File: src/rtl/bpc_pkg.sv
package bpc_pkg;

    localparam int ROWS_PER_PAGE = 8;
    localparam int QDEPTH        = 4;
    localparam int QCW           = $clog2(QDEPTH + 1);
    localparam int PAGE_W        = 6;
    localparam int COL_W         = 10;
    localparam int CFG_IDX_W     = 3;
    localparam int CFG_DATA_W    = 7;

    localparam logic [CFG_IDX_W-1:0] REG_IMAGE_HEIGHT      = 3'd0;
    localparam logic [CFG_IDX_W-1:0] REG_IMAGE_WIDTH_BYTES = 3'd1;
    localparam logic [CFG_IDX_W-1:0] REG_START_PAGE        = 3'd2;
    localparam logic [CFG_IDX_W-1:0] REG_START_COLUMN      = 3'd3;

    localparam logic [6:0] HEIGHT_RST = 7'd64;
    localparam logic [4:0] WIDTH_RST  = 5'd16;

    typedef struct packed {
        logic [7:0] pixel_byte;
        logic       image_start;
    } t_in;

    typedef struct packed {
        logic [7:0] column_byte;
        logic [3:0] page_index;
        logic [7:0] column_index;
        logic       out_of_range;
        logic       last_of_run;
        logic       last_of_image;
    } t_out;

    typedef struct packed {
        logic [6:0] image_height;
        logic [4:0] image_width_bytes;
        logic [2:0] start_page;
        logic [6:0] start_column;
    } t_cfg;

    // one transposed 8x8 block waiting to be sent as eight column bytes
    typedef struct packed {
        logic [7:0][7:0]    cols;
        logic [PAGE_W-1:0]  page;
        logic [COL_W-1:0]   col_base;
        logic               last_img;
    } t_run;

endpackage

File: src/rtl/bitmap_to_page_columns_unit.sv
// channel | valid       | ready       | payload
// in      | i_in_valid  | o_in_ready  | i_in  (bpc_pkg::t_in)
// out     | o_out_valid | i_out_ready | o_out (bpc_pkg::t_out)
// cfg     | i_cfg_valid | o_cfg_ready | i_cfg_index, i_cfg_data
//
// One item accepted per cycle while the run queue (4 runs of 8) has room.
// An item on a strip's last row yields 8 items from the output register, one per cycle
// while i_out_ready allows; an input item passes the stage-1 reg and the run queue first.
// Synchronous active-low reset clears counters, queue and valids; store is not cleared.
// Output stalls fill the queue, then drop o_in_ready; o_cfg_ready is always high.
module bitmap_to_page_columns_unit #(
    parameter int MAX_WIDTH_BYTES = 16,
    parameter int MAX_HEIGHT      = 64
) (
    input  logic                              i_clk,
    input  logic                              i_rst_n,
    input  logic                              i_in_valid,
    output logic                              o_in_ready,
    input  bpc_pkg::t_in                      i_in,
    output logic                              o_out_valid,
    input  logic                              i_out_ready,
    output bpc_pkg::t_out                     o_out,
    input  logic                              i_cfg_valid,
    output logic                              o_cfg_ready,
    input  logic [bpc_pkg::CFG_IDX_W-1:0]     i_cfg_index,
    input  logic [bpc_pkg::CFG_DATA_W-1:0]    i_cfg_data
);

    bpc_pkg::t_cfg           r_cfg;
    bpc_pkg::t_run           run, head;
    logic                    run_valid, pop;
    logic [bpc_pkg::QCW-1:0] q_count;

    assign o_cfg_ready = 1'b1;

    always_ff @(posedge i_clk) begin
        if (!i_rst_n) begin
            r_cfg.image_height      <= bpc_pkg::HEIGHT_RST;
            r_cfg.image_width_bytes <= bpc_pkg::WIDTH_RST;
            r_cfg.start_page        <= '0;
            r_cfg.start_column      <= '0;
        end else if (i_cfg_valid) begin
            unique case (i_cfg_index)
                bpc_pkg::REG_IMAGE_HEIGHT:      r_cfg.image_height      <= i_cfg_data;
                bpc_pkg::REG_IMAGE_WIDTH_BYTES: r_cfg.image_width_bytes <= i_cfg_data[4:0];
                bpc_pkg::REG_START_PAGE:        r_cfg.start_page        <= i_cfg_data[2:0];
                bpc_pkg::REG_START_COLUMN:      r_cfg.start_column      <= i_cfg_data;
                default: begin
                end
            endcase
        end
    end

    bpc_front #(
        .MAX_WIDTH_BYTES (MAX_WIDTH_BYTES),
        .MAX_HEIGHT      (MAX_HEIGHT)
    ) u_front (
        .i_clk       (i_clk),
        .i_rst_n     (i_rst_n),
        .i_cfg       (r_cfg),
        .i_in_valid  (i_in_valid),
        .o_in_ready  (o_in_ready),
        .i_in        (i_in),
        .i_q_count   (q_count),
        .o_run_valid (run_valid),
        .o_run       (run)
    );

    bpc_queue u_queue (
        .i_clk   (i_clk),
        .i_rst_n (i_rst_n),
        .i_push  (run_valid),
        .i_data  (run),
        .i_pop   (pop),
        .o_head  (head),
        .o_count (q_count)
    );

    bpc_back u_back (
        .i_clk       (i_clk),
        .i_rst_n     (i_rst_n),
        .i_q_valid   (q_count != '0),
        .i_head      (head),
        .o_pop       (pop),
        .o_out_valid (o_out_valid),
        .i_out_ready (i_out_ready),
        .o_out       (o_out)
    );

endmodule

File: src/rtl/bpc_ram.sv
module bpc_ram #(
    parameter int WIDTH = 8,
    parameter int DEPTH = 16
) (
    input  logic                                   i_clk,
    input  logic                                   i_we,
    input  logic [((DEPTH > 1) ? $clog2(DEPTH) : 1)-1:0] i_waddr,
    input  logic [WIDTH-1:0]                       i_wdata,
    input  logic                                   i_re,
    input  logic [((DEPTH > 1) ? $clog2(DEPTH) : 1)-1:0] i_raddr,
    output logic [WIDTH-1:0]                       o_rdata
);

    logic [WIDTH-1:0] r_mem [DEPTH];
    logic [WIDTH-1:0] r_rdata;

    always_ff @(posedge i_clk) begin
        if (i_we) begin
            r_mem[i_waddr] <= i_wdata;
        end
        if (i_re) begin
            r_rdata <= r_mem[i_raddr];
        end
    end

    assign o_rdata = r_rdata;

endmodule

File: src/rtl/bpc_front.sv
module bpc_front #(
    parameter int MAX_WIDTH_BYTES = 16,
    parameter int MAX_HEIGHT      = 64
) (
    input  logic                   i_clk,
    input  logic                   i_rst_n,
    input  bpc_pkg::t_cfg          i_cfg,
    input  logic                   i_in_valid,
    output logic                   o_in_ready,
    input  bpc_pkg::t_in           i_in,
    input  logic [bpc_pkg::QCW-1:0] i_q_count,
    output logic                   o_run_valid,
    output bpc_pkg::t_run          o_run
);

    localparam int RW = $clog2(MAX_HEIGHT);
    localparam int HW = $clog2(MAX_HEIGHT + 1);
    localparam int BW = (MAX_WIDTH_BYTES > 1) ? $clog2(MAX_WIDTH_BYTES) : 1;
    localparam int WW = $clog2(MAX_WIDTH_BYTES + 1);

    logic [RW-1:0] r_row, n_row;
    logic [BW-1:0] r_byte, n_byte;
    logic [HW-1:0] h;
    logic [WW-1:0] w;
    logic [RW-1:0] rc;
    logic [BW-1:0] bc;
    logic [2:0]    srow;
    logic          accept, wrap, row_end, byte_end, last_row;
    logic [7:0]    rd [bpc_pkg::ROWS_PER_PAGE];

    logic                          r_s1_valid;
    logic [2:0]                    r_s1_srow;
    logic [7:0]                    r_s1_pix;
    logic [bpc_pkg::PAGE_W-1:0]    r_s1_page;
    logic [bpc_pkg::COL_W-1:0]     r_s1_col;
    logic                          r_s1_last;
    logic [7:0]                    row_byte [bpc_pkg::ROWS_PER_PAGE];

    assign h = (i_cfg.image_height == '0) ? HW'(1) :
               ((32'(i_cfg.image_height) > MAX_HEIGHT) ? HW'(MAX_HEIGHT) :
                HW'(i_cfg.image_height));
    assign w = (i_cfg.image_width_bytes == '0) ? WW'(1) :
               ((32'(i_cfg.image_width_bytes) > MAX_WIDTH_BYTES) ? WW'(MAX_WIDTH_BYTES) :
                WW'(i_cfg.image_width_bytes));

    assign o_in_ready = (i_q_count + bpc_pkg::QCW'(r_s1_valid)) < bpc_pkg::QCW'(bpc_pkg::QDEPTH);
    assign accept     = i_in_valid && o_in_ready;

    assign wrap = i_in.image_start || (HW'(r_row) >= h) || (WW'(r_byte) >= w);
    assign rc   = wrap ? '0 : r_row;
    assign bc   = wrap ? '0 : r_byte;
    assign srow = rc[2:0];

    assign row_end  = (HW'(rc) == h - HW'(1));
    assign byte_end = (WW'(bc) == w - WW'(1));
    assign last_row = (srow == 3'(bpc_pkg::ROWS_PER_PAGE - 1)) || row_end;

    always_comb begin
        n_row  = r_row;
        n_byte = r_byte;
        if (accept) begin
            if (byte_end) begin
                n_byte = '0;
                n_row  = row_end ? '0 : rc + RW'(1);
            end else begin
                n_byte = bc + BW'(1);
                n_row  = rc;
            end
        end
    end

    always_ff @(posedge i_clk) begin
        if (!i_rst_n) begin
            r_row      <= '0;
            r_byte     <= '0;
            r_s1_valid <= 1'b0;
        end else begin
            r_row      <= n_row;
            r_byte     <= n_byte;
            r_s1_valid <= accept && last_row;
        end
    end

    always_ff @(posedge i_clk) begin
        if (accept) begin
            r_s1_srow <= srow;
            r_s1_pix  <= i_in.pixel_byte;
            r_s1_page <= bpc_pkg::PAGE_W'(i_cfg.start_page) + bpc_pkg::PAGE_W'(rc >> 3);
            r_s1_col  <= bpc_pkg::COL_W'(i_cfg.start_column) + bpc_pkg::COL_W'({bc, 3'b000});
            r_s1_last <= row_end && byte_end;
        end
    end

    for (genvar g = 0; g < bpc_pkg::ROWS_PER_PAGE; g++) begin : g_row
        bpc_ram #(
            .WIDTH (8),
            .DEPTH (MAX_WIDTH_BYTES)
        ) u_ram (
            .i_clk   (i_clk),
            .i_we    (accept && (srow == 3'(g))),
            .i_waddr (bc),
            .i_wdata (i_in.pixel_byte),
            .i_re    (accept),
            .i_raddr (bc),
            .o_rdata (rd[g])
        );
    end

    // rows above the current one come from the store, rows below are blank
    always_comb begin
        for (int r = 0; r < bpc_pkg::ROWS_PER_PAGE; r++) begin
            if (3'(r) < r_s1_srow) begin
                row_byte[r] = rd[r];
            end else if (3'(r) == r_s1_srow) begin
                row_byte[r] = r_s1_pix;
            end else begin
                row_byte[r] = '0;
            end
        end
        for (int k = 0; k < 8; k++) begin
            for (int r = 0; r < 8; r++) begin
                o_run.cols[k][r] = row_byte[r][7-k];
            end
        end
        o_run.page     = r_s1_page;
        o_run.col_base = r_s1_col;
        o_run.last_img = r_s1_last;
    end

    assign o_run_valid = r_s1_valid;

    a_no_accept_when_full: assert property (@(posedge i_clk) disable iff (!i_rst_n)
        (i_q_count == bpc_pkg::QCW'(bpc_pkg::QDEPTH)) |-> !o_in_ready)
        else $error("item taken with queue full");

endmodule

File: src/rtl/bpc_queue.sv
module bpc_queue (
    input  logic                    i_clk,
    input  logic                    i_rst_n,
    input  logic                    i_push,
    input  bpc_pkg::t_run           i_data,
    input  logic                    i_pop,
    output bpc_pkg::t_run           o_head,
    output logic [bpc_pkg::QCW-1:0] o_count
);

    localparam int PW = $clog2(bpc_pkg::QDEPTH);

    bpc_pkg::t_run           r_mem [bpc_pkg::QDEPTH];
    logic [PW-1:0]           r_wptr, r_rptr;
    logic [bpc_pkg::QCW-1:0] r_count;

    always_ff @(posedge i_clk) begin
        if (!i_rst_n) begin
            r_wptr  <= '0;
            r_rptr  <= '0;
            r_count <= '0;
        end else begin
            if (i_push) begin
                r_wptr <= (r_wptr == PW'(bpc_pkg::QDEPTH - 1)) ? '0 : r_wptr + PW'(1);
            end
            if (i_pop) begin
                r_rptr <= (r_rptr == PW'(bpc_pkg::QDEPTH - 1)) ? '0 : r_rptr + PW'(1);
            end
            r_count <= r_count + bpc_pkg::QCW'(i_push) - bpc_pkg::QCW'(i_pop);
        end
    end

    always_ff @(posedge i_clk) begin
        if (i_push) begin
            r_mem[r_wptr] <= i_data;
        end
    end

    assign o_head  = r_mem[r_rptr];
    assign o_count = r_count;

    a_no_overflow: assert property (@(posedge i_clk) disable iff (!i_rst_n)
        i_push |-> (r_count != bpc_pkg::QCW'(bpc_pkg::QDEPTH)) || i_pop)
        else $error("queue overflow");

    a_no_underflow: assert property (@(posedge i_clk) disable iff (!i_rst_n)
        i_pop |-> (r_count != '0))
        else $error("queue underflow");

endmodule

File: src/rtl/bpc_back.sv
module bpc_back (
    input  logic          i_clk,
    input  logic          i_rst_n,
    input  logic          i_q_valid,
    input  bpc_pkg::t_run i_head,
    output logic          o_pop,
    output logic          o_out_valid,
    input  logic          i_out_ready,
    output bpc_pkg::t_out o_out
);

    logic [2:0]                r_k;
    logic                      r_out_valid;
    bpc_pkg::t_out             r_out;
    logic                      load;
    logic [bpc_pkg::COL_W-1:0] col;
    logic                      last_k;

    assign load   = i_q_valid && (!r_out_valid || i_out_ready);
    assign last_k = (r_k == 3'd7);
    assign o_pop  = load && last_k;
    assign col    = i_head.col_base + bpc_pkg::COL_W'(r_k);

    always_ff @(posedge i_clk) begin
        if (!i_rst_n) begin
            r_k         <= '0;
            r_out_valid <= 1'b0;
        end else begin
            if (load) begin
                r_k <= r_k + 3'd1;
            end
            if (load) begin
                r_out_valid <= 1'b1;
            end else if (i_out_ready) begin
                r_out_valid <= 1'b0;
            end
        end
    end

    always_ff @(posedge i_clk) begin
        if (load) begin
            r_out.column_byte   <= i_head.cols[r_k];
            r_out.page_index    <= i_head.page[3:0];
            r_out.column_index  <= col[7:0];
            r_out.out_of_range  <= (i_head.page > bpc_pkg::PAGE_W'(7)) ||
                                   (col > bpc_pkg::COL_W'(127));
            r_out.last_of_run   <= last_k;
            r_out.last_of_image <= last_k && i_head.last_img;
        end
    end

    assign o_out_valid = r_out_valid;
    assign o_out       = r_out;

    a_mid_run_has_head: assert property (@(posedge i_clk) disable iff (!i_rst_n)
        (r_k != '0) |-> i_q_valid)
        else $error("run in progress without queue entry");

    a_image_end_ends_run: assert property (@(posedge i_clk) disable iff (!i_rst_n)
        (r_out_valid && r_out.last_of_image) |-> r_out.last_of_run)
        else $error("image end off a run boundary");

endmodule
File: config.mk
export PLATFORM = sky130hd
export DESIGN_NAME = bitmap_to_page_columns_unit
export DESIGN_NICKNAME = d
export VERILOG_FILES = /design/src/rtl/bpc_pkg.sv /design/src/rtl/bitmap_to_page_columns_unit.sv /design/src/rtl/bpc_ram.sv /design/src/rtl/bpc_front.sv /design/src/rtl/bpc_queue.sv /design/src/rtl/bpc_back.sv
export SDC_FILE = /design/constraint.sdc
export NUM_CORES = 1
export LEC_CHECK = 0
export ABC_CLOCK_PERIOD_IN_PS = 9100
export BUFFER_PORTS_ARGS = -buffer_cell sky130_fd_sc_hd__buf_2
export CAP_MARGIN = 10
export CORE_ASPECT_RATIO = 2
export CORE_MARGIN = 8
export CORE_UTILIZATION = 50
export CTS_BUF_LIST = sky130_fd_sc_hd__clkbuf_8
export DETAILED_ROUTE_END_ITERATION = 7
export GPL_ROUTABILITY_DRIVEN = 0
export HOLD_SLACK_MARGIN = 0.02
export PLACE_DENSITY = 0.65
export SYNTH_ARGS = -nofsm -noshare
export SYNTH_HDL_FRONTEND = slang
export SYNTH_HIERARCHICAL = 1
export SYNTH_SLANG_ARGS = --single-unit
File: constraint.sdc
create_clock -name i_clk -period 9.1 [get_ports i_clk]
set_input_delay 0.455 -clock i_clk [delete_from_list [all_inputs] [get_ports i_clk]]
set_output_delay 0.455 -clock i_clk [all_outputs]
set_load 0.02 [all_outputs]
==> run metrics <==
most common cell in the netlist edfxtp_1; CP bufs+invs 1; count of input and output buffers between 40 and 50; share of layout cells above drive strength 1 19.97%; Final #Nets roughly 2900; Max stage delay cell, worst path nor2_4; setup TNS 0 ns; sequential-to-total area share from yosys stat between 70% and 80%; ys flop type edfxtp_1; routed vias/inst 5.960; Placement Setup Slack 3.420 ns; Routed WL per cell 26.86 µm; RSZ-0062 raised after global routing no; Mapped Cells between 2000 and 3000; Post-Synth Adder-Cell Area 0.9874%; Max Clk Rate 175.6 MHz; CTS Root Cell clkbuf_8; Final setup viols 0; DR DRC count 0; Tmin final 5.694 ns; Worst Path Max Fanout between 100 and 150; Max-slew headroom about 20%; global route overflow 0; total number of vias 26270; P_leak 19.14 nW; largest net degree at the start of global routing approximately 120; HPWL Detailed roughly 76000 µm; Worst setup EP type flop; #FFs+latches synth 1369; storage element area 0.04066 mm²; cell count of the worst reg-to-reg path 11; critical path type flop to flop; main combinational cell family by area after synthesis multiplexers; synth top area cells edfxtp_1, mux4_2, mux4_1; simple-gate share of the synthesized area 4.489%; Pwr Density 191.6 mW/mm²; DRT antenna net count 0; Mapped Area around 0.055 mm²; Synth cell types slightly below 90; total power ~11 mW; Filler cells 8161; io pins 50; Synth Warn # 6; Synth Area in Compound Gates under 10%; xor/xnor share of the synthesized area 0.3617%; final worst slack 3.406 ns; Die Width 250.5 µm; 1st-iter DRT viols between 1500 and 2000; hold-fix buffers at CTS 12; CP delay by family, top simple AND/OR/NAND/NOR gates; Syn-to-layout area delta 8.743%; crit start category flop; CP Depth 11; clk slew on worst S/H paths 0.06 ns; first-pass GRT wire length 177500 µm; chip height 485.0 µm; multi-input logic area 0.01319 mm²; WHS Path Cells 3; Site Rows 172; initial antenna violation count 1; die area between 0.1 and 0.15 mm²; maximum VDD drop 95.14 µV; fin crit share 62.57%; Final Slew Violations 0; total wire length 118400 µm; CTS Buffer Depth 3; max-cap violations 0; final core utilization 54.60%; core footprint between 0.1 and 0.15 mm²; slew at the pin closest to its max-slew limit 1.191 ns; Post-synth ARST share 0%; Critical Path AT a little over 6 ns; clock skew 0.02168 ns; area share of the largest cell type after synthesis 72.24%; Starting Density 50.21%; CTS tree built; Post-synth EDFFs 1323; CTS Buf Count about 180; Sink Count 1369; CP cell instances nor2_1, a32o_1, ha_1, nand2b_1, a211oi_2, o311a_1, nand2_1, nor2_4, buf_12, nand2_1, nor2_1; cts repair resizes 0; Setup Fix Bufs, Post-CTS 0; mean area per synthesized cell 20.34 µm²; depth of the CTS H-tree 4; vias in the first global route between 20000 and 30000; first-pass iteration count of the detailed router 5; Post-synth top cells edfxtp_1, mux4_2, nand2_1; top cell type by total area after synthesis edfxtp_1; Hold Fails Final Rpt 0; HP Class input port to flop; outcome completed; clk_lat worst skew 0.82 ns; critical path required time ~9.5 ns; GRT Total Usage 19.44%; mux share of post-synthesis cell area 14.87%; highest cell delay on the worst timing path 0.86 ns
stage by stage:
step	instances	hold WS, ns	area (µm²)
after global routing	4408	0.06154	59800
after floorplan	2707	0.4081	55010
final	4408	0.09862	59800
after detailed placement	4072	0.4191	56420
after CTS	4402	0.02022	59770
after global placement	4068	0.4150	56400
cells by family (layout without fill, tap and decap cells):
group	Yosys count	after routing
adder cells (fa/ha/maj)	41	41
buffers and inverters	165	473
other	2	6
flip-flops	1369	1369
multiplexers	371	371
XOR/XNOR	18	18
AND/OR/NAND/NOR	505	505
AO/OA/AOI/OAI	233	233
state kept, by name, summed over array words and instances (netlist names), named ones only:
| register | cells |
|---|---|
| u_front/r_s1_srow | 3 |
| u_front/r_s1_col | 8 |
| u_back/o_out_valid | 1 |
| u_front/r_row | 6 |
| u_front/r_s1_page | 4 |
| r_cfg | 22 |
| u_queue/r_mem | 324 |
| u_queue/r_wptr | 2 |
| u_back/o_out | 23 |
| u_front/g_row.u_ram/o_rdata | 56 |
| u_front/r_byte | 4 |
| u_queue/o_count | 3 |
| u_front/g_row.u_ram/r_mem | 896 |
| u_back/r_k | 3 |
| u_front/r_s1_pix | 8 |
| u_queue/r_rptr | 2 |
| u_front/o_run_valid | 1 |
| u_front/r_s1_last | 1 |
layout by cell type, fill, tap and decap left out, types with 38 or more instances in the layout:
cell type     n
edfxtp_1   1323
o21ai_0      38
nor2_1      129
nand2_1     169
mux4_1      114
inv_1        91
buf_4        56
buf_2        45
a22oi_1     113
mux4_2      207
dfxtp_1      43
clkbuf_8    184
layout make-up:
type / instances / area share [%]
inverters: 36 / 0.2490
flip-flops and latches: 1369 / 67.99
repair buffers: 119 / 1.398
clock inverters: 134 / 1.167
clock buffers: 184 / 4.235
diodes: 1 / 0.004184
multi-input cells: 1173 / 22.05
well taps: 1392 / 2.912
routing by layer:
| metal | global-route usage, % | part of all wire (%) | vias up |
|---|---|---|---|
| met5 | 0 | 0 | - |
| met4 | 9.139 | 4.4 | 0 |
| met3 | 2.779 | 3.7 | 241 |
| met2 | 38.10 | 58 | 727 |
| met1 | 19.92 | 34 | 13780 |
| li1 | - | - | 11530 |
worst paths after layout:
check                               from                                       endpoint  slack [ns]
setup / recovery  r_cfg[21]$_SDFFE_PN1P_  u_front/g_row[6].u_ram/r_mem[11][0]$_DFFE_PP_        3.41
setup reg to reg  r_cfg[21]$_SDFFE_PN1P_  u_front/g_row[6].u_ram/r_mem[11][0]$_DFFE_PP_        3.41
hold / removal             i_cfg_data[1]                         r_cfg[16]$_SDFFE_PN0P_         0.1
hold reg to reg    r_cfg[1]$_SDFFE_PN0P_                  u_front/r_s1_col[1]$_DFFE_PP_        0.44
worst min-delay path: cells and delay by family:
family	cells	cell delay (ns)
multiplexers	1	0.17
AND/OR/NAND/NOR	1	0.16
buffers and inverters	1	0.08
report_power, final:
part / total, mW / internal, mW / switching [mW]
Combinational: 0.325 / 0.114 / 0.211
Clock: 4.18 / 2.00 / 2.18
Sequential: 6.95 / 6.92 / 0.0297
No activity file was read; power rests on OpenSTA's default activity.
